$ cat config.mk
export PLATFORM = sky130hd
export DESIGN_NAME = wcs_front
export DESIGN_NICKNAME = d
export VERILOG_FILES = /design/src/rtl/wcs_pkg.sv /design/src/rtl/wcs_front.sv
export SDC_FILE = /design/constraint.sdc
export NUM_CORES = 1
export LEC_CHECK = 0
export BUFFER_PORTS_ARGS = -buffer_cell sky130_fd_sc_hd__buf_2
export CORE_UTILIZATION = 41
export CTS_BUF_LIST = sky130_fd_sc_hd__clkbuf_4 sky130_fd_sc_hd__clkbuf_8
export CTS_CLUSTER_SIZE = 28
export DETAILED_ROUTE_END_ITERATION = 10
export HOLD_SLACK_MARGIN = 0.05
export SLEW_MARGIN = 10
export SYNTH_ARGS = -nofsm -noshare
export SYNTH_HDL_FRONTEND = slang
export SYNTH_SLANG_ARGS = --single-unit
$ cat constraint.sdc
create_clock -name clk -period 5.46 [get_ports clk]
set_input_delay 0.819 -clock clk [delete_from_list [all_inputs] [get_ports clk]]
set_output_delay 0.819 -clock clk [all_outputs]
set_load 0.02 [all_outputs]
$ cat src/rtl/wcs_pkg.sv
// shared types, constants and floating point helpers for the chi-square core
package wcs_pkg;

    localparam int QUEUE_DEPTH = 4;

    localparam logic [63:0] NEG_INF_BITS  = 64'hFFF0_0000_0000_0000;
    localparam logic [63:0] QNAN_BITS     = 64'h7FF8_0000_0000_0000;
    localparam logic [63:0] NEG_HALF_BITS = 64'hBFE0_0000_0000_0000;
    localparam logic [10:0] EXP_ONES      = 11'h7FF;

    typedef struct packed {
        logic [63:0] synth;
        logic [63:0] observed;
        logic [63:0] weight;
        logic        last;
        logic        synth_ok;
    } item_t;

    typedef struct packed {
        logic        start;
        logic [63:0] a;
        logic [63:0] b;
    } fu_req_t;

    typedef enum logic [3:0] {
        BK_IDLE,
        BK_DIFF,
        BK_SQ,
        BK_WT,
        BK_ADJ,
        BK_SUM,
        BK_CDIF,
        BK_COMP,
        BK_FIN,
        BK_HALF,
        BK_OUT
    } back_state_t;

    typedef enum logic [2:0] {
        MS_IDLE,
        MS_PP0,
        MS_PP1,
        MS_PP2,
        MS_PP3,
        MS_NORM,
        MS_ALIGN,
        MS_RND
    } mul_step_t;

    function automatic logic is_finite(input logic [63:0] x);
        return x[62:52] != EXP_ONES;
    endfunction

    function automatic logic [63:0] neg(input logic [63:0] x);
        return {~x[63], x[62:0]};
    endfunction

    // shift right keeping the or of lost bits in bit 0
    function automatic logic [55:0] shr_sticky(input logic [55:0] n, input logic [5:0] sh);
        logic [111:0] t;
        t = {n, 56'd0} >> sh;
        return {t[111:57], t[56] | (|t[55:0])};
    endfunction

    function automatic logic [5:0] lzc56(input logic [55:0] v);
        logic [5:0] c;
        logic       found;
        c = 6'd56;
        found = 1'b0;
        for (int i = 55; i >= 0; i--)
        begin
            if (!found && v[i])
            begin
                c = 6'(55 - i);
                found = 1'b1;
            end
        end
        return c;
    endfunction

    function automatic logic [6:0] lzc106(input logic [105:0] v);
        logic [6:0] c;
        logic       found;
        c = 7'd106;
        found = 1'b0;
        for (int i = 105; i >= 0; i--)
        begin
            if (!found && v[i])
            begin
                c = 7'(105 - i);
                found = 1'b1;
            end
        end
        return c;
    endfunction

    // n: hidden bit at 55, lsb at 3, guard, round, sticky; e >= 1
    function automatic logic [63:0] round_pack(input logic sgn, input logic signed [13:0] e,
                                              input logic [55:0] n);
        logic              inc;
        logic [53:0]       r;
        logic [52:0]       m;
        logic signed [13:0] ef;
        logic [10:0]       fld;
        inc = n[2] & (n[1] | n[0] | n[3]);
        r = {1'b0, n[55:3]} + {53'd0, inc};
        if (r[53])
        begin
            m = r[53:1];
            ef = e + 14'sd1;
        end
        else
        begin
            m = r[52:0];
            ef = e;
        end
        fld = m[52] ? ef[10:0] : 11'd0;
        if (ef >= 14'sd2047)
            return {sgn, EXP_ONES, 52'd0};
        return {sgn, fld, m[51:0]};
    endfunction

endpackage

$ cat src/rtl/wcs_front.sv
// input queue: takes beats, marks non-finite synthetic samples, feeds the sequencer
module wcs_front #(
    parameter int DEPTH = wcs_pkg::QUEUE_DEPTH
) (
    input  logic           clk,
    input  logic           rst_n,
    input  logic           in_valid,
    output logic           in_stall,
    input  logic [63:0]    synth_bits,
    input  logic [63:0]    observed_bits,
    input  logic [63:0]    weight_bits,
    input  logic           last_sample,
    output logic           q_valid,
    output wcs_pkg::item_t q_item,
    input  logic           q_pop
);

    localparam int AW = (DEPTH > 1) ? $clog2(DEPTH) : 1;
    localparam int CW = $clog2(DEPTH + 1);

    wcs_pkg::item_t mem [DEPTH];
    logic [AW-1:0]  wr_ptr_reg, wr_ptr_next;
    logic [AW-1:0]  rd_ptr_reg, rd_ptr_next;
    logic [CW-1:0]  cnt_reg, cnt_next;
    logic           push;
    wcs_pkg::item_t new_item;

    assign in_stall = (cnt_reg == CW'(DEPTH));
    assign push     = in_valid && !in_stall;
    assign q_valid  = (cnt_reg != '0);
    assign q_item   = mem[rd_ptr_reg];

    always_comb
    begin
        new_item.synth    = synth_bits;
        new_item.observed = observed_bits;
        new_item.weight   = weight_bits;
        new_item.last     = last_sample;
        new_item.synth_ok = wcs_pkg::is_finite(synth_bits);
    end

    always_comb
    begin
        wr_ptr_next = wr_ptr_reg;
        rd_ptr_next = rd_ptr_reg;
        cnt_next    = cnt_reg;
        if (push)
            wr_ptr_next = (wr_ptr_reg == AW'(DEPTH - 1)) ? '0 : wr_ptr_reg + 1'b1;
        if (q_pop)
            rd_ptr_next = (rd_ptr_reg == AW'(DEPTH - 1)) ? '0 : rd_ptr_reg + 1'b1;
        if (push && !q_pop)
            cnt_next = cnt_reg + 1'b1;
        else if (!push && q_pop)
            cnt_next = cnt_reg - 1'b1;
    end

    always_ff @(posedge clk or negedge rst_n)
    begin
        if (!rst_n)
        begin
            wr_ptr_reg <= '0;
            rd_ptr_reg <= '0;
            cnt_reg    <= '0;
        end
        else
        begin
            wr_ptr_reg <= wr_ptr_next;
            rd_ptr_reg <= rd_ptr_next;
            cnt_reg    <= cnt_next;
        end
    end

    always_ff @(posedge clk)
    begin
        if (push)
            mem[wr_ptr_reg] <= new_item;
    end

endmodule

==> impl_results.md <==
- GRT overflow: 0
- Power share of the combinational group: 31.0%
- Syn Nets: 1259
- CTS Root Cell: clkbuf_8
- CP required: 4640 ps
- Power per cell area: 565.1 nW/um^2
- CTS Buf Count: 133
- IO buf count: 392
- Final RePlAce weighted congestion: 0.7510
- Seq/Total Area, Yosys: 82.28%
- Hold Vio Cnt, Final: 0
- Syn-to-layout area delta: 19.93%
- Total global-route track usage: 16.78%
- Clock Skew: 18.16 ps
- First DRT Iteration DRCs: 766
- Share of cells above drive strength 1: 48.16%
- Sequential fraction of design power: 43.1%
- HPWL after DPL: 34300 microns
- Rows: 96
- WP data arrival: 3050 ps
- CP max stage cell: dfrtp_4
- Min cycle time layout: 3874 ps
- Postcts setup bufs: 0
- Setup repair after global routing missed its margin: false
- CP cell instances: buf_12 > mux4_2 > buf_2
- Die W: 265.8 microns
- Status: finished clean
- Internal power: 13.06 mW
- FMAX: 0.2582 GHz
- Clock network power share: 25.9%
- Detailed Routing Iterations Pass 1: 4
- Fill cell count: 5658
- Nets: 1762
- P_sw: 6.276 mW
- Synth warn: 0
- Crit Path Class: reg2out
- Die height: 265.8 microns
- Final setup TNS: 0 ps
- Largest register FFs: 776
- Worst-margin pin slew: 987.2 ps
- WL/cell: 22.62 microns
- Vias: 13080
- Commonest non-fill, non-tap cell in the layout: edfxtp_1
- CP Max Fanout: 78
- Crit. End Element: primary output
- Post-synthesis register bit count: 783
- Clk buf depth: 3
- Vias/cell: 5.040
- Pin count of the biggest net entering global routing: 92
- Hold Path Class: in2reg
- Vias in the first global route: 13840
- Net Sw Frac: 32.45%
- DRC: 0
- Most frequent cells in the layout: edfxtp_1 (776), buf_2 (392), mux4_2 (172)
- Final Max Tran Viols: 0
- Initial antenna violation count: 18
- Slew margin rel.: 34.19%
- I/O Pins: 393
- Slowest Stage Delay on Critical Path: 1010 ps
- Setup-failing EPs final: 0
- Total Die Area: 70650 sq um
- Startpoint types: flip-flop
- Fin crit share: 70.94%
- Worst VDD drop: 0.2982 mV
- Cell Area, Synth: 28530 sq um
- Antenna violation net count after detailed routing: 0
- Clk sinks: 783
- Final Power: 19.34 mW
- First-pass GRT wire length: 86880 microns
- CTS tree: built
- Max cap viols: 0
- Fin util: 49.81%
- Leak: 11.66 nW
- Total core area: 68710 sq um
- Clk_lat worst skew: 740 ps
- Drt total wl: 58710 microns
- Starting Density: 41.53%
- Worst-path clk slew: 60 ps
- Mapped Cells: 1055
- Syn_area_per_cell: 27.05 sq um
- H-tree levels: 4
- Synth unique cells: 21
cell families (layout without fill, tap and decap cells):
family                     Yosys count  in the layout  synth area share [%]
xor gates and xnor gates             3              3               0.09210
adders and majority gates            7              7                0.3333
buffers and inverters               49            649                 1.219
DFF                                783            783                 82.28
muxes                              199            199                 15.80
other                                0              9                     0
and+or+nand+nor                     14             14                0.2763
per-layer routing:
layer / track usage, % / wire length [microns] / up-vias / share of wire, %
met5: 0 / 147 / - / 0.25
met4: 6.089 / 1354 / 22 / 2.3
met3: 7.043 / 5470 / 127 / 9.3
met2: 25.62 / 28110 / 440 / 48
met1: 21.50 / 23630 / 6830 / 40
li1: - / - / 5659 / -
power by group through the flow:
stage	clock (mW)	combinational (mW)	sequential [mW]
after floorplan	0	4.25	8.31
after global placement	0	6.15	8.42
after detailed placement	0	6.16	8.49
after CTS	5.19	6.17	8.37
after global routing	5.44	6.38	8.45
final	5.01	6.00	8.33
cells in the mapped netlist:
master	count	area (sq um)
edfxtp_1	776	23300
mux4_2	172	3874
mux4_1	22	578.1
buf_2	20	100.1
buf_6	15	168.9
clkbuf_1	7	26.28
dfrtp_1	7	175.2
ha_1	6	75.07
mux2_2	5	56.30
and2_1	4	25.02
inv_1	4	15.01
nor2_1	4	15.01
nand4_1	3	18.77
buf_8	2	30.03
xor2_1	2	17.52
buf_4	1	7.510
fa_1	1	20.02
nor2b_1	1	6.260
nor3b_1	1	7.510
or3_1	1	6.260
xnor2_1	1	8.760
critical path: cells and delay by family, from the launching register on:
family	cells	cell delay, ps
flops	1	1010
buf+inv	2	690
mux	1	400
repair_timing:
item	CTS	global route
hold endpoints to repair	7	0
hold buffers	1	0
gates resized for setup	0	0
worst paths after layout:
path | to | cells after the start | slack, ps | start
worst max-delay path | q_item[192] | 3 | 1590 | rd_ptr_reg[1]$_DFFE_PN0P_
worst min-delay path | mem[2][6]$_DFFE_PP_ | 1 | 280 | weight_bits[4]
worst max register to register | mem[1][33]$_DFFE_PP_ | 4 | 2690 | cnt_reg[2]$_DFFE_PN0P_
worst min register to register | cnt_reg[2]$_DFFE_PN0P_ | 1 | 490 | cnt_reg[2]$_DFFE_PN0P_
max in group asynchronous | rd_ptr_reg[0]$_DFFE_PN0P_ | 2 | 4800 | rst_n
min in group asynchronous | cnt_reg[1]$_DFFE_PN0P_ | 2 | 460 | rst_n
through the flow:
stage / worst slack, ps / std cells / hold slack, ps / instance area, sq um
detailed placement: 2318 / 2353 / 485.9 / 31650
finish: 1586 / 2595 / 281.9 / 34220
global placement: 2333 / 2353 / 462.5 / 31650
CTS: 1474 / 2586 / 186.5 / 34200
global route: 1380 / 2586 / 211.5 / 34200
floorplan: 1460 / 1055 / 447.1 / 28540
final cells by class:
type / count / area (sq um) / share of cell area, %
Sequential cell: 783 / 23490 / 68.63
Multi-Input combinational cell: 223 / 4718 / 13.79
Antenna cell: 9 / 22.52 / 0.06581
Inverter: 4 / 15.01 / 0.04387
Tap cell: 931 / 1165 / 3.404
Clock buffer: 179 / 2207 / 6.449
Clock inverter: 53 / 336.6 / 0.9835
Timing Repair Buffer: 413 / 2272 / 6.640
Power figures use the tool's default switching activity.
