File: config.mk
export PLATFORM = sky130hd
export DESIGN_NAME = wcs_fmul
export DESIGN_NICKNAME = d
export VERILOG_FILES = /design/src/rtl/wcs_pkg.sv /design/src/rtl/wcs_fmul.sv
export SDC_FILE = /design/constraint.sdc
export NUM_CORES = 2
export LEC_CHECK = 0
export ABC_AREA = 1
export BUFFER_PORTS_ARGS = -buffer_cell sky130_fd_sc_hd__buf_4
export CORE_UTILIZATION = 35
export CTS_CLUSTER_DIAMETER = 40
export DETAILED_ROUTE_END_ITERATION = 12
export PLACE_DENSITY = 0.49
export SYNTH_ARGS = -nofsm -noshare
export SYNTH_HDL_FRONTEND = slang
export SYNTH_SLANG_ARGS = --single-unit
File: constraint.sdc
create_clock -name clk -period 12.5 [get_ports clk]
set_input_delay 0 -clock clk [delete_from_list [all_inputs] [get_ports clk]]
set_output_delay 0 -clock clk [all_outputs]
set_load 0.01 [all_outputs]
File: src/rtl/wcs_pkg.sv
// shared types, constants and floating point helpers for the chi-square core
package wcs_pkg;

    localparam int QUEUE_DEPTH = 4;

    localparam logic [63:0] NEG_INF_BITS  = 64'hFFF0_0000_0000_0000;
    localparam logic [63:0] QNAN_BITS     = 64'h7FF8_0000_0000_0000;
    localparam logic [63:0] NEG_HALF_BITS = 64'hBFE0_0000_0000_0000;
    localparam logic [10:0] EXP_ONES      = 11'h7FF;

    typedef struct packed {
        logic [63:0] synth;
        logic [63:0] observed;
        logic [63:0] weight;
        logic        last;
        logic        synth_ok;
    } item_t;

    typedef struct packed {
        logic        start;
        logic [63:0] a;
        logic [63:0] b;
    } fu_req_t;

    typedef enum logic [3:0] {
        BK_IDLE,
        BK_DIFF,
        BK_SQ,
        BK_WT,
        BK_ADJ,
        BK_SUM,
        BK_CDIF,
        BK_COMP,
        BK_FIN,
        BK_HALF,
        BK_OUT
    } back_state_t;

    typedef enum logic [2:0] {
        MS_IDLE,
        MS_PP0,
        MS_PP1,
        MS_PP2,
        MS_PP3,
        MS_NORM,
        MS_ALIGN,
        MS_RND
    } mul_step_t;

    function automatic logic is_finite(input logic [63:0] x);
        return x[62:52] != EXP_ONES;
    endfunction

    function automatic logic [63:0] neg(input logic [63:0] x);
        return {~x[63], x[62:0]};
    endfunction

    // shift right keeping the or of lost bits in bit 0
    function automatic logic [55:0] shr_sticky(input logic [55:0] n, input logic [5:0] sh);
        logic [111:0] t;
        t = {n, 56'd0} >> sh;
        return {t[111:57], t[56] | (|t[55:0])};
    endfunction

    function automatic logic [5:0] lzc56(input logic [55:0] v);
        logic [5:0] c;
        logic       found;
        c = 6'd56;
        found = 1'b0;
        for (int i = 55; i >= 0; i--)
        begin
            if (!found && v[i])
            begin
                c = 6'(55 - i);
                found = 1'b1;
            end
        end
        return c;
    endfunction

    function automatic logic [6:0] lzc106(input logic [105:0] v);
        logic [6:0] c;
        logic       found;
        c = 7'd106;
        found = 1'b0;
        for (int i = 105; i >= 0; i--)
        begin
            if (!found && v[i])
            begin
                c = 7'(105 - i);
                found = 1'b1;
            end
        end
        return c;
    endfunction

    // n: hidden bit at 55, lsb at 3, guard, round, sticky; e >= 1
    function automatic logic [63:0] round_pack(input logic sgn, input logic signed [13:0] e,
                                              input logic [55:0] n);
        logic              inc;
        logic [53:0]       r;
        logic [52:0]       m;
        logic signed [13:0] ef;
        logic [10:0]       fld;
        inc = n[2] & (n[1] | n[0] | n[3]);
        r = {1'b0, n[55:3]} + {53'd0, inc};
        if (r[53])
        begin
            m = r[53:1];
            ef = e + 14'sd1;
        end
        else
        begin
            m = r[52:0];
            ef = e;
        end
        fld = m[52] ? ef[10:0] : 11'd0;
        if (ef >= 14'sd2047)
            return {sgn, EXP_ONES, 52'd0};
        return {sgn, fld, m[51:0]};
    endfunction

endpackage

File: src/rtl/wcs_fmul.sv
// double precision multiplier, four 27x27 partial products then normalize and round
module wcs_fmul (
    input  logic             clk,
    input  logic             rst_n,
    input  wcs_pkg::fu_req_t req,
    output logic             done,
    output logic [63:0]      res
);

    wcs_pkg::mul_step_t step_reg, step_next;

    logic [52:0]        ma_reg, mb_reg;
    logic [10:0]        ea_reg, eb_reg;
    logic               sgn_reg, spec_reg;
    logic [105:0]       acc_reg;
    logic [105:0]       sh_reg;
    logic signed [13:0] e_reg;
    logic [55:0]        n_reg;

    logic [26:0]        pa, pb;
    logic [6:0]         pshift;
    logic [53:0]        prod;
    logic [6:0]         lz;
    logic [55:0]        n_raw;
    logic signed [13:0] amt;
    logic [5:0]         amt_cap;

    always_comb
    begin
        step_next = step_reg;
        case (step_reg)
            wcs_pkg::MS_IDLE:  if (req.start) step_next = wcs_pkg::MS_PP0;
            wcs_pkg::MS_PP0:   step_next = wcs_pkg::MS_PP1;
            wcs_pkg::MS_PP1:   step_next = wcs_pkg::MS_PP2;
            wcs_pkg::MS_PP2:   step_next = wcs_pkg::MS_PP3;
            wcs_pkg::MS_PP3:   step_next = wcs_pkg::MS_NORM;
            wcs_pkg::MS_NORM:  step_next = wcs_pkg::MS_ALIGN;
            wcs_pkg::MS_ALIGN: step_next = wcs_pkg::MS_RND;
            wcs_pkg::MS_RND:   step_next = wcs_pkg::MS_IDLE;
            default:           step_next = wcs_pkg::MS_IDLE;
        endcase
    end

    always_comb
    begin
        pa     = ma_reg[26:0];
        pb     = mb_reg[26:0];
        pshift = 7'd0;
        case (step_reg)
            wcs_pkg::MS_PP1:
            begin
                pb     = {1'b0, mb_reg[52:27]};
                pshift = 7'd27;
            end
            wcs_pkg::MS_PP2:
            begin
                pa     = {1'b0, ma_reg[52:27]};
                pshift = 7'd27;
            end
            wcs_pkg::MS_PP3:
            begin
                pa     = {1'b0, ma_reg[52:27]};
                pb     = {1'b0, mb_reg[52:27]};
                pshift = 7'd54;
            end
            default:
            begin
                pa     = ma_reg[26:0];
                pb     = mb_reg[26:0];
                pshift = 7'd0;
            end
        endcase
        prod = pa * pb;
    end

    always_comb
    begin
        lz      = wcs_pkg::lzc106(acc_reg);
        n_raw   = {sh_reg[105:51], |sh_reg[50:0]};
        amt     = 14'sd1 - e_reg;
        amt_cap = (amt > 14'sd63) ? 6'd63 : amt[5:0];
    end

    always_ff @(posedge clk or negedge rst_n)
    begin
        if (!rst_n)
            step_reg <= wcs_pkg::MS_IDLE;
        else
            step_reg <= step_next;
    end

    always_ff @(posedge clk)
    begin
        case (step_reg)
            wcs_pkg::MS_IDLE:
            begin
                ma_reg   <= {|req.a[62:52], req.a[51:0]};
                mb_reg   <= {|req.b[62:52], req.b[51:0]};
                ea_reg   <= (req.a[62:52] == 11'd0) ? 11'd1 : req.a[62:52];
                eb_reg   <= (req.b[62:52] == 11'd0) ? 11'd1 : req.b[62:52];
                sgn_reg  <= req.a[63] ^ req.b[63];
                spec_reg <= (req.a[62:52] == wcs_pkg::EXP_ONES)
                         || (req.b[62:52] == wcs_pkg::EXP_ONES);
                acc_reg  <= '0;
            end
            wcs_pkg::MS_PP0, wcs_pkg::MS_PP1, wcs_pkg::MS_PP2, wcs_pkg::MS_PP3:
                acc_reg <= acc_reg + (106'(prod) << pshift);
            wcs_pkg::MS_NORM:
            begin
                sh_reg <= acc_reg << lz;
                e_reg  <= $signed({3'b000, ea_reg}) + $signed({3'b000, eb_reg})
                        - 14'sd1022 - $signed({7'd0, lz});
            end
            wcs_pkg::MS_ALIGN:
            begin
                // below the normal range: denormalize before rounding
                if (e_reg < 14'sd1)
                begin
                    n_reg <= wcs_pkg::shr_sticky(n_raw, amt_cap);
                    e_reg <= 14'sd1;
                end
                else
                    n_reg <= n_raw;
            end
            default:
            begin
                acc_reg <= acc_reg;
            end
        endcase
    end

    assign done = (step_reg == wcs_pkg::MS_RND);
    assign res  = spec_reg ? wcs_pkg::QNAN_BITS : wcs_pkg::round_pack(sgn_reg, e_reg, n_reg);

endmodule

==> summary.txt <==
final setup fails -> 1
clk slew on worst S/H paths -> 60 ps
Chip Height -> 419 um
Slew Viols, Final -> 0
largest net degree at the start of global routing -> 107
slowest stage cell, crit path -> fa_1
ys async rst share -> 0.723%
core box area -> 172,000 um^2
vias in the first global route -> 59,836
clk_skew -> 61.5 ps
hold depth -> 2
transition time at the pin with the least slew margin -> 1130 ps
Worst Path Arrival -> 12,930 ps
first-pass GRT wire length -> 376 mm
failing checks -> negative setup slack
Port-buffer cells -> 195
Syn. warnings -> 0
setup tns final -> -21.9 ps
Initial Util -> 35.4%
Mapped Cells -> 8,403
count of cell types in the netlist -> 75
RD Place Congestion -> 0.989
drt drc -> 0
Buffers & Inverters on Critical Path -> 20
required time of the critical path -> 12,910 ps
clk root buf -> clkbuf_16
H-tree levels -> 3
Hold EP -> ma_reg[51]$_DFFE_PN_
total wire length -> 254 mm
die area -> 176,000 um^2
critical path's top delay family -> adder cells
layout cells sized above 1 -> 16.1%
R2R cell count -> 82
Setup WS pre-CTS -> -842 ps
initial antenna violation count -> 13
Pre-antenna DRT Iters -> 6
Starting DRT DRC Count -> 5,413
post-DR wirelength/cell -> 21.8 um
Crit Reg-Reg Endpoint -> acc_reg[105]$_SDFFCE_PN0P_
total CTS buffers -> 83
grt ovf -> 0
Tcrit/Tclk final -> 100%
most used cell, CP -> inv_1
num rows -> 152
final hold slack -> 39.8 ps
most area-consuming cells after synthesis -> fa_1 (21%), edfxtp_1 (20%), nand2_1 (12%)
Tightest Hold Check Type -> in -> reg
post-route ant nets -> 0
final setup margin -> -21.9 ps
Slew Limit Headroom -> 24.3%
Tmin final -> 12,520 ps
syn avg cell area -> 7.25 um^2
post-synth net total -> 9,496
CTS Buffer Depth -> 3
Worst-Skew Late Latency -> 710 ps
Seq/Total Area, Yosys -> 20.4%
Synth-to-Final Area Change -> 25.3%
post-synth top area share -> 20.6%
number of enable flip-flop cells after synthesis -> 412
Reg2Reg Setup Slack -> -20 ps
Max-cap violations -> 0
I/O pin count -> 196
Post-synth top flop -> edfxtp_1
DR vias/cell -> 5.27
CP Class -> reg -> reg
CP Capture Type -> flop
TritonCTS clock tree -> done
Hold Crit Start -> req[115]
FMAX -> 79.9 MHz
crit-path max FO -> 7
outcome -> complete, but fails checks
Worst setup SP type -> flop
synthesized cell area -> 60,900 um^2
#FFs+latches synth -> 415
Yosys top cell by area -> fa_1
nets@finish -> 10,343
Layout Cells excl Fill -> 11,640
Global Route Usage Sum -> 28.5%
die span in x -> 419 um
clock sinks -> 415
DP Cell Count -> 11,174
fillers -> 17,651
reg-to-reg critical path startpoint -> step_reg[0]$_DFFE_PN0P_
via count -> 61,316
DP Wirelength -> 207 mm
Largest stage delay, worst path -> 530 ps
Hold Vio Cnt, Final -> 0
RSZ-0062 raised after global routing -> yes
[cell families (layout without fill, tap and decap cells)]
| group | after synthesis | in the layout | synth area share (%) |
|---|---|---|---|
| compound gates | 1035 | 1035 | 9.43 |
| xor+xnor | 141 | 141 | 2.03 |
| fa+ha+maj | 962 | 962 | 27.5 |
| buf+inv | 1818 | 2733 | 11.8 |
| flops | 415 | 415 | 20.4 |
| mux | 10 | 10 | 0.164 |
| other cells | 0 | 12 | 0 |
| simple gates | 4022 | 4022 | 28.6 |
[cell usage after synthesis (86+ instances only)]
master	count
nand4_1	145
clkbuf_1	291
edfxtp_1	412
fa_1	627
nor2_1	598
o21ai_0	403
or2_2	86
nand2_1	1997
inv_1	1375
nand3_1	1013
ha_1	335
a21oi_1	359
xor2_1	115
[placed cells by master (no fill, tap or decap), drive strengths merged, types with 3 or more instances in the layout]
| cell | Yosys | final |
|---|---|---|
| o221ai | 27 | 27 |
| o21ai | 452 | 452 |
| inv | 1385 | 1393 |
| buf | 115 | 948 |
| nor4 | 39 | 39 |
| a2111oi | 8 | 8 |
| o2111ai | 10 | 10 |
| clkinvlp | 0 | 9 |
| fa | 627 | 627 |
| dlygate4sd3 | 1 | 226 |
| o211ai | 31 | 31 |
| or4 | 4 | 4 |
| nor3 | 62 | 62 |
| nand3 | 1019 | 1019 |
| ha | 335 | 335 |
| a21oi | 359 | 359 |
| a21o | 5 | 5 |
| bufinv | 0 | 6 |
| a211oi | 8 | 8 |
| a211o | 4 | 4 |
| nor3b | 4 | 4 |
| diode | 0 | 12 |
| o21a | 15 | 15 |
| o31ai | 10 | 10 |
| clkinv | 18 | 56 |
| or2 | 87 | 87 |
| mux2i | 10 | 10 |
| xor2 | 115 | 115 |
| a31oi | 30 | 30 |
| o22ai | 39 | 39 |
| dfrtp | 3 | 3 |
| nor2 | 625 | 625 |
| xnor2 | 26 | 26 |
| nand4 | 152 | 152 |
| o21bai | 20 | 20 |
| nand2 | 2001 | 2001 |
| edfxtp | 412 | 412 |
| nand3b | 19 | 19 |
| clkbuf | 298 | 95 |
[stage by stage]
step	cell area, um^2	utilization [%]
final	76400	44.3
after global routing	76400	44.3
after CTS	74700	43.4
after detailed placement	69200	40.2
after global placement	69200	40.2
after floorplan	60900	-
[area by class of cell]
type	count	area, um^2	share of cell area, %
Sequential cell	415	12400	16.3
Tap cell	2310	2890	3.78
Timing Repair Buffer	1177	10200	13.3
Antenna cell	12	30.0	0.0393
Inverter	1403	5290	6.93
Multi-Input combinational cell	6170	42800	56.0
Clock buffer	92	2130	2.79
Clock inverter	61	662	0.867
[layer usage]
metal | vias to the layer above | wire, um | track usage, %
li1 | 28885 | - | -
met1 | 29903 | 107000 | 37.2
met2 | 2113 | 121000 | 47.4
met3 | 413 | 14500 | 3.56
met4 | 2 | 11600 | 11.9
met5 | - | 12 | 0
[what timing repair did]
action,CTS,global route
pin swaps,17,102
buffers inserted,15,59
gates cloned,0,3
hold buffers,226,0
gates resized for setup,91,267
setup endpoints to repair,29,42
hold endpoints to repair,136,0
[how the worst max path moves through the flow]
stage | startpoint | end | slack, ps | cells past startpoint
4_1_cts | step_reg[0]$_DFFE_PN0P_ | acc_reg[105]$_SDFFCE_PN0P_ | -100 | 81
2_1_floorplan | step_reg[0]$_DFFE_PN0P_ | acc_reg[101]$_SDFFCE_PN0P_ | 80 | 77
3_5_place_dp | step_reg[0]$_DFFE_PN0P_ | acc_reg[99]$_SDFFCE_PN0P_ | -840 | 78
5_1_grt | step_reg[0]$_DFFE_PN0P_ | acc_reg[105]$_SDFFCE_PN0P_ | -710 | 82
6_report | step_reg[0]$_DFFE_PN0P_ | acc_reg[105]$_SDFFCE_PN0P_ | -20 | 82
3_3_place_gp | step_reg[0]$_DFFE_PN0P_ | acc_reg[99]$_SDFFCE_PN0P_ | -740 | 80
Power is left out: the tool's default activity adds up to more than one toggle a clock period on the data nets, which glitch-free logic cannot reach.
