===== config.mk =====
export PLATFORM = sky130hd
export DESIGN_NAME = wcs_back
export DESIGN_NICKNAME = d
export VERILOG_FILES = /design/src/rtl/wcs_pkg.sv /design/src/rtl/wcs_back.sv
export SDC_FILE = /design/constraint.sdc
export NUM_CORES = 1
export LEC_CHECK = 0
export ABC_AREA = 1
export BUFFER_PORTS_ARGS = -buffer_cell sky130_fd_sc_hd__buf_4
export CORE_AREA = 2 2 258 260
export DETAILED_ROUTE_END_ITERATION = 7
export DIE_AREA = 0 0 260 262
export SYNTH_ARGS = -nofsm -noshare
export SYNTH_HDL_FRONTEND = slang
export SYNTH_SLANG_ARGS = --single-unit

===== constraint.sdc =====
create_clock -name clk -period 37.3 [get_ports clk]
set_input_delay 7.46 -clock clk [delete_from_list [all_inputs] [get_ports clk]]
set_output_delay 7.46 -clock clk [all_outputs]
set_load 0.02 [all_outputs]

===== src/rtl/wcs_pkg.sv =====
// shared types, constants and floating point helpers for the chi-square core
package wcs_pkg;

    localparam int QUEUE_DEPTH = 4;

    localparam logic [63:0] NEG_INF_BITS  = 64'hFFF0_0000_0000_0000;
    localparam logic [63:0] QNAN_BITS     = 64'h7FF8_0000_0000_0000;
    localparam logic [63:0] NEG_HALF_BITS = 64'hBFE0_0000_0000_0000;
    localparam logic [10:0] EXP_ONES      = 11'h7FF;

    typedef struct packed {
        logic [63:0] synth;
        logic [63:0] observed;
        logic [63:0] weight;
        logic        last;
        logic        synth_ok;
    } item_t;

    typedef struct packed {
        logic        start;
        logic [63:0] a;
        logic [63:0] b;
    } fu_req_t;

    typedef enum logic [3:0] {
        BK_IDLE,
        BK_DIFF,
        BK_SQ,
        BK_WT,
        BK_ADJ,
        BK_SUM,
        BK_CDIF,
        BK_COMP,
        BK_FIN,
        BK_HALF,
        BK_OUT
    } back_state_t;

    typedef enum logic [2:0] {
        MS_IDLE,
        MS_PP0,
        MS_PP1,
        MS_PP2,
        MS_PP3,
        MS_NORM,
        MS_ALIGN,
        MS_RND
    } mul_step_t;

    function automatic logic is_finite(input logic [63:0] x);
        return x[62:52] != EXP_ONES;
    endfunction

    function automatic logic [63:0] neg(input logic [63:0] x);
        return {~x[63], x[62:0]};
    endfunction

    // shift right keeping the or of lost bits in bit 0
    function automatic logic [55:0] shr_sticky(input logic [55:0] n, input logic [5:0] sh);
        logic [111:0] t;
        t = {n, 56'd0} >> sh;
        return {t[111:57], t[56] | (|t[55:0])};
    endfunction

    function automatic logic [5:0] lzc56(input logic [55:0] v);
        logic [5:0] c;
        logic       found;
        c = 6'd56;
        found = 1'b0;
        for (int i = 55; i >= 0; i--)
        begin
            if (!found && v[i])
            begin
                c = 6'(55 - i);
                found = 1'b1;
            end
        end
        return c;
    endfunction

    function automatic logic [6:0] lzc106(input logic [105:0] v);
        logic [6:0] c;
        logic       found;
        c = 7'd106;
        found = 1'b0;
        for (int i = 105; i >= 0; i--)
        begin
            if (!found && v[i])
            begin
                c = 7'(105 - i);
                found = 1'b1;
            end
        end
        return c;
    endfunction

    // n: hidden bit at 55, lsb at 3, guard, round, sticky; e >= 1
    function automatic logic [63:0] round_pack(input logic sgn, input logic signed [13:0] e,
                                              input logic [55:0] n);
        logic              inc;
        logic [53:0]       r;
        logic [52:0]       m;
        logic signed [13:0] ef;
        logic [10:0]       fld;
        inc = n[2] & (n[1] | n[0] | n[3]);
        r = {1'b0, n[55:3]} + {53'd0, inc};
        if (r[53])
        begin
            m = r[53:1];
            ef = e + 14'sd1;
        end
        else
        begin
            m = r[52:0];
            ef = e;
        end
        fld = m[52] ? ef[10:0] : 11'd0;
        if (ef >= 14'sd2047)
            return {sgn, EXP_ONES, 52'd0};
        return {sgn, fld, m[51:0]};
    endfunction

endpackage


===== src/rtl/wcs_back.sv =====
// sequencer: kahan update through the shared adder and multiplier, result register
module wcs_back (
    input  logic             clk,
    input  logic             rst_n,
    input  logic             q_valid,
    input  wcs_pkg::item_t   q_item,
    output logic             q_pop,
    output wcs_pkg::fu_req_t add_req,
    input  logic             add_done,
    input  logic [63:0]      add_res,
    output wcs_pkg::fu_req_t mul_req,
    input  logic             mul_done,
    input  logic [63:0]      mul_res,
    output logic             out_valid,
    input  logic             out_stall,
    output logic [63:0]      loglike_bits,
    output logic             error_flag
);

    wcs_pkg::back_state_t state_reg, state_next;

    logic           wait_reg;
    wcs_pkg::item_t item_reg;
    logic [63:0]    sum_reg, comp_reg, t0_reg, term_reg, adj_reg, nxt_reg;
    logic           err_reg;
    logic           outv_reg;
    logic [63:0]    outd_reg;
    logic           oute_reg;

    logic           fu_done;
    logic [63:0]    fu_res;
    logic           out_load;

    assign fu_done = add_done | mul_done;
    assign fu_res  = mul_done ? mul_res : add_res;

    always_comb
    begin
        state_next = state_reg;
        case (state_reg)
            wcs_pkg::BK_IDLE:
                if (q_valid)
                    state_next = (err_reg || !q_item.synth_ok) ? wcs_pkg::BK_FIN : wcs_pkg::BK_DIFF;
            wcs_pkg::BK_DIFF: if (fu_done) state_next = wcs_pkg::BK_SQ;
            wcs_pkg::BK_SQ:   if (fu_done) state_next = wcs_pkg::BK_WT;
            wcs_pkg::BK_WT:
                if (fu_done)
                    state_next = wcs_pkg::is_finite(fu_res) ? wcs_pkg::BK_ADJ : wcs_pkg::BK_FIN;
            wcs_pkg::BK_ADJ:  if (fu_done) state_next = wcs_pkg::BK_SUM;
            wcs_pkg::BK_SUM:
                if (fu_done)
                    state_next = wcs_pkg::is_finite(fu_res) ? wcs_pkg::BK_CDIF : wcs_pkg::BK_FIN;
            wcs_pkg::BK_CDIF: if (fu_done) state_next = wcs_pkg::BK_COMP;
            wcs_pkg::BK_COMP: if (fu_done) state_next = wcs_pkg::BK_FIN;
            wcs_pkg::BK_FIN:
                if (!item_reg.last)
                    state_next = wcs_pkg::BK_IDLE;
                else
                    state_next = err_reg ? wcs_pkg::BK_OUT : wcs_pkg::BK_HALF;
            wcs_pkg::BK_HALF: if (fu_done) state_next = wcs_pkg::BK_OUT;
            wcs_pkg::BK_OUT:
                if (!outv_reg || !out_stall)
                    state_next = wcs_pkg::BK_IDLE;
            default:          state_next = wcs_pkg::BK_IDLE;
        endcase
    end

    always_comb
    begin
        q_pop         = 1'b0;
        add_req.start = 1'b0;
        add_req.a     = item_reg.synth;
        add_req.b     = wcs_pkg::neg(item_reg.observed);
        mul_req.start = 1'b0;
        mul_req.a     = t0_reg;
        mul_req.b     = t0_reg;
        out_load      = 1'b0;
        case (state_reg)
            wcs_pkg::BK_IDLE: q_pop = q_valid;
            wcs_pkg::BK_DIFF: add_req.start = !wait_reg;
            wcs_pkg::BK_SQ:   mul_req.start = !wait_reg;
            wcs_pkg::BK_WT:
            begin
                mul_req.start = !wait_reg;
                mul_req.a     = term_reg;
                mul_req.b     = item_reg.weight;
            end
            wcs_pkg::BK_ADJ:
            begin
                add_req.start = !wait_reg;
                add_req.a     = term_reg;
                add_req.b     = wcs_pkg::neg(comp_reg);
            end
            wcs_pkg::BK_SUM:
            begin
                add_req.start = !wait_reg;
                add_req.a     = sum_reg;
                add_req.b     = adj_reg;
            end
            wcs_pkg::BK_CDIF:
            begin
                add_req.start = !wait_reg;
                add_req.a     = nxt_reg;
                add_req.b     = wcs_pkg::neg(sum_reg);
            end
            wcs_pkg::BK_COMP:
            begin
                add_req.start = !wait_reg;
                add_req.a     = t0_reg;
                add_req.b     = wcs_pkg::neg(adj_reg);
            end
            wcs_pkg::BK_HALF:
            begin
                mul_req.start = !wait_reg;
                mul_req.a     = wcs_pkg::NEG_HALF_BITS;
                mul_req.b     = sum_reg;
            end
            wcs_pkg::BK_OUT:  out_load = !outv_reg || !out_stall;
            default:          q_pop = 1'b0;
        endcase
    end

    always_ff @(posedge clk or negedge rst_n)
    begin
        if (!rst_n)
        begin
            state_reg <= wcs_pkg::BK_IDLE;
            wait_reg  <= 1'b0;
            sum_reg   <= '0;
            comp_reg  <= '0;
            err_reg   <= 1'b0;
            outv_reg  <= 1'b0;
        end
        else
        begin
            state_reg <= state_next;
            if (fu_done)
                wait_reg <= 1'b0;
            else if (add_req.start || mul_req.start)
                wait_reg <= 1'b1;

            if (q_pop && !q_item.synth_ok)
                err_reg <= 1'b1;
            if (fu_done && (state_reg == wcs_pkg::BK_WT || state_reg == wcs_pkg::BK_SUM)
                && !wcs_pkg::is_finite(fu_res))
                err_reg <= 1'b1;
            if (fu_done && state_reg == wcs_pkg::BK_COMP)
            begin
                comp_reg <= fu_res;
                sum_reg  <= nxt_reg;
            end

            if (out_load)
            begin
                outv_reg <= 1'b1;
                sum_reg  <= '0;
                comp_reg <= '0;
                err_reg  <= 1'b0;
            end
            else if (outv_reg && !out_stall)
                outv_reg <= 1'b0;
        end
    end

    always_ff @(posedge clk)
    begin
        if (q_pop)
            item_reg <= q_item;
        if (fu_done)
        begin
            case (state_reg)
                wcs_pkg::BK_DIFF: t0_reg   <= fu_res;
                wcs_pkg::BK_SQ:   term_reg <= fu_res;
                wcs_pkg::BK_WT:   term_reg <= fu_res;
                wcs_pkg::BK_ADJ:  adj_reg  <= fu_res;
                wcs_pkg::BK_SUM:  nxt_reg  <= fu_res;
                wcs_pkg::BK_CDIF: t0_reg   <= fu_res;
                wcs_pkg::BK_HALF: t0_reg   <= fu_res;
                default:          t0_reg   <= t0_reg;
            endcase
        end
        if (out_load)
        begin
            outd_reg <= err_reg ? wcs_pkg::NEG_INF_BITS : t0_reg;
            oute_reg <= err_reg;
        end
    end

    assign out_valid    = outv_reg;
    assign loglike_bits = outd_reg;
    assign error_flag   = oute_reg;

endmodule


==> results.yml <==
routing:
  first_pass_iters: 5
  drt-total-wl_um: 105000
  vias: 22400
  vias_per_cell: 5.56
  drc: 0
  ant_nets: 0
  drtIter0Drc: 2292
  wl_per_cell_um: 26.0
logic_synthesis:
  ys_warn_count: 0
  syn_area_um2: 27400
  synth.ff_latch_count: 649
  syn-num-nets: 2839
  synth_area_leaders: "edfxtp_1 56%, dfrtp_1 12%, nand2_1 8.0%"
  synth.top_cell.area_share_pct: 56.4
  synth_top_area_cell: "edfxtp_1"
  synth_seq_area_share_pct: 68.7
  syn_avg_cell_area_um2: 10.9
  synthArstFlopShare_pct: 20.8
  yosysMostFrequentCell: "nand2_1"
  synth_edf_count: 514
  yosysUniqueCellTypes: 30
  netlist_top_cells_count: "580 x nand2_1, 514 x edfxtp_1, 322 x inv_1"
  synth_cells: 2511
  ys.flop_type: "edfxtp_1"
finish:
  syn2layout_area_growth_pct: 29.3
  multi_input_area_um2: 6780
  register_area_um2: 18800
  finish.utilization_pct: 54.2
  nets: 3440
  fillers: 5735
  largest_reg_flops: 193
  drive_above_1_share_pct: 25.9
run_status:
  status: "completed"
timing:
  max_freq_mhz: 64.8
  hold_viol_final: 0
  setup_viol: 0
  fin_crit_ns: 15.42
  layout_setup_ws_ns: 21.88
  setup_tns_ns: 0
  fin_skew_ns: 0.0164
  drv_slew: 0
  layout_worst_path_cycle_share_pct: 41.4
  rsz0062_at_grt: "no"
  tightest_slew_ns: 1.32
  relSlewSlack_pct: 11.8
power_and_ir_drop:
  power_density_nw_per_um2: 77.6
  leakage_nw: 15.3
  peakVddDrop_uv: 49.0
setup_path:
  crit_arrival_ns: 7.96
  required_ns: 29.84
  crit_path_max_fanout: 3
  timing.rr.end: "comp_reg[3]"
  critPathKind: "in -> out"
  r2r_slack_ns: 31.55
  reg2regPathDepth: 9
  crit_path_end_kind: "primary output"
  startpoint_type: "input port"
  r2r_start: "state_reg[0]"
global_routing:
  antenna_found_initial: 6
  grt_pass1_wl_um: 148000
  track_usage_pct: 30.0
  grt-ovfl-total: 0
  grt_pass1_vias: 22200
  grt_max_degree: 75
worst_hold_path:
  whs_path_depth: 2
  hp-start: "comp_reg[53]"
  hp-class: "reg -> reg"
  hold_end: "comp_reg[53]"
clocking:
  cts_tree: "done"
  clk_latency_ns: 0.61
  cts_buffer_depth: 3
  holdBufCountCts: 0
  cts.sinks: 649
  cts_buffers: 71
  htreeDepth: 3
  ctsRootBufferMaster: "clkbuf_16"
  path_clk_slew_ns: 0.05
  cts_setup_buffers: 0
  cts_resized: 0
floorplan:
  ios: 653
  design.die.area_um2: 68100
  die_w_um: 260
  num_rows: 94
  initial_utilization_pct: 42.0
  die_y_um: 262
  fp.coreArea_um2: 65300
placed_design:
  dp_hpwl_um: 63100
  detailedPlace.worstSlack_ns: 21.86
  port_buffers: 652
  gp_congestion: 0.861
flow_run:
  drv_cap: 0
## where the power goes
group          switching [W]  internal [W]
Clock               0.000295      0.000426
Combinational       0.000684      0.000296
Sequential         0.0000690      0.000977
## area by class of cell
cell class	count	area share, %
inverters	330	3.54
diodes	2	0.0141
well taps	864	3.05
clock inverters	33	1.01
flip-flops and latches	649	53.1
clock buffers	97	5.66
multi-input cells	1379	19.1
repair buffers	681	14.4
## placed cells by master, fill, tap and decap left out, types with 4 or more instances in the layout
cell,n
clkinv_1,8
a31oi_1,4
a221oi_1,31
buf_4,680
o21ai_0,96
nand2_4,7
dfrtp_1,133
nand2_1,576
o21ai_1,16
inv_1,320
o22ai_1,193
inv_2,4
o221ai_1,26
a21oi_1,66
clkbuf_1,13
o211ai_1,75
bufinv_16,7
clkinv_2,13
nand4_1,4
inv_6,7
nor2_1,159
nand3_1,106
nor2_4,9
clkbuf_8,13
edfxtp_1,514
clkbuf_16,71
## logic make-up after synthesis
group	Yosys count	share of synthesized area, %
buf+inv	483	6.98
compound gates	511	11.7
simple gates	868	12.6
flops	649	68.7
## critical path: stages
cell	delay (ns)
buf_4	0.08
inv_1	0.09
nor2_4	0.16
buf_4	0.17
## layer usage
layer	global-route usage, %	vias up	share of wire (%)
met1	38.5	11000	38
li1	-	9919	-
met4	11.5	8	3.7
met3	6.98	210	9.8
met5	0	-	0.050
met2	49.7	1270	48
## worst max path at each step
stage	start	slack (ns)	to
3_5_place_dp	q_valid	21.86	q_pop
4_1_cts	q_valid	21.86	q_pop
3_3_place_gp	q_valid	21.85	q_pop
6_report	q_valid	21.88	q_pop
2_1_floorplan	q_valid	14.12	q_pop
5_1_grt	q_valid	21.85	q_pop
## stage by stage
step / hold WS [ns] / power, W / instance area, µm² / instances
finish: 0.500 / 0.00275 / 35400 / 4035
global route: 0.521 / 0.00285 / 35400 / 4035
CTS: 0.500 / 0.00275 / 35400 / 4033
detailed placement: 0.487 / 0.00203 / 33000 / 3903
global placement: 0.478 / 0.00202 / 33000 / 3903
floorplan: 0.423 / 0.00158 / 27400 / 2511
(Power assumes the default switching activity.)
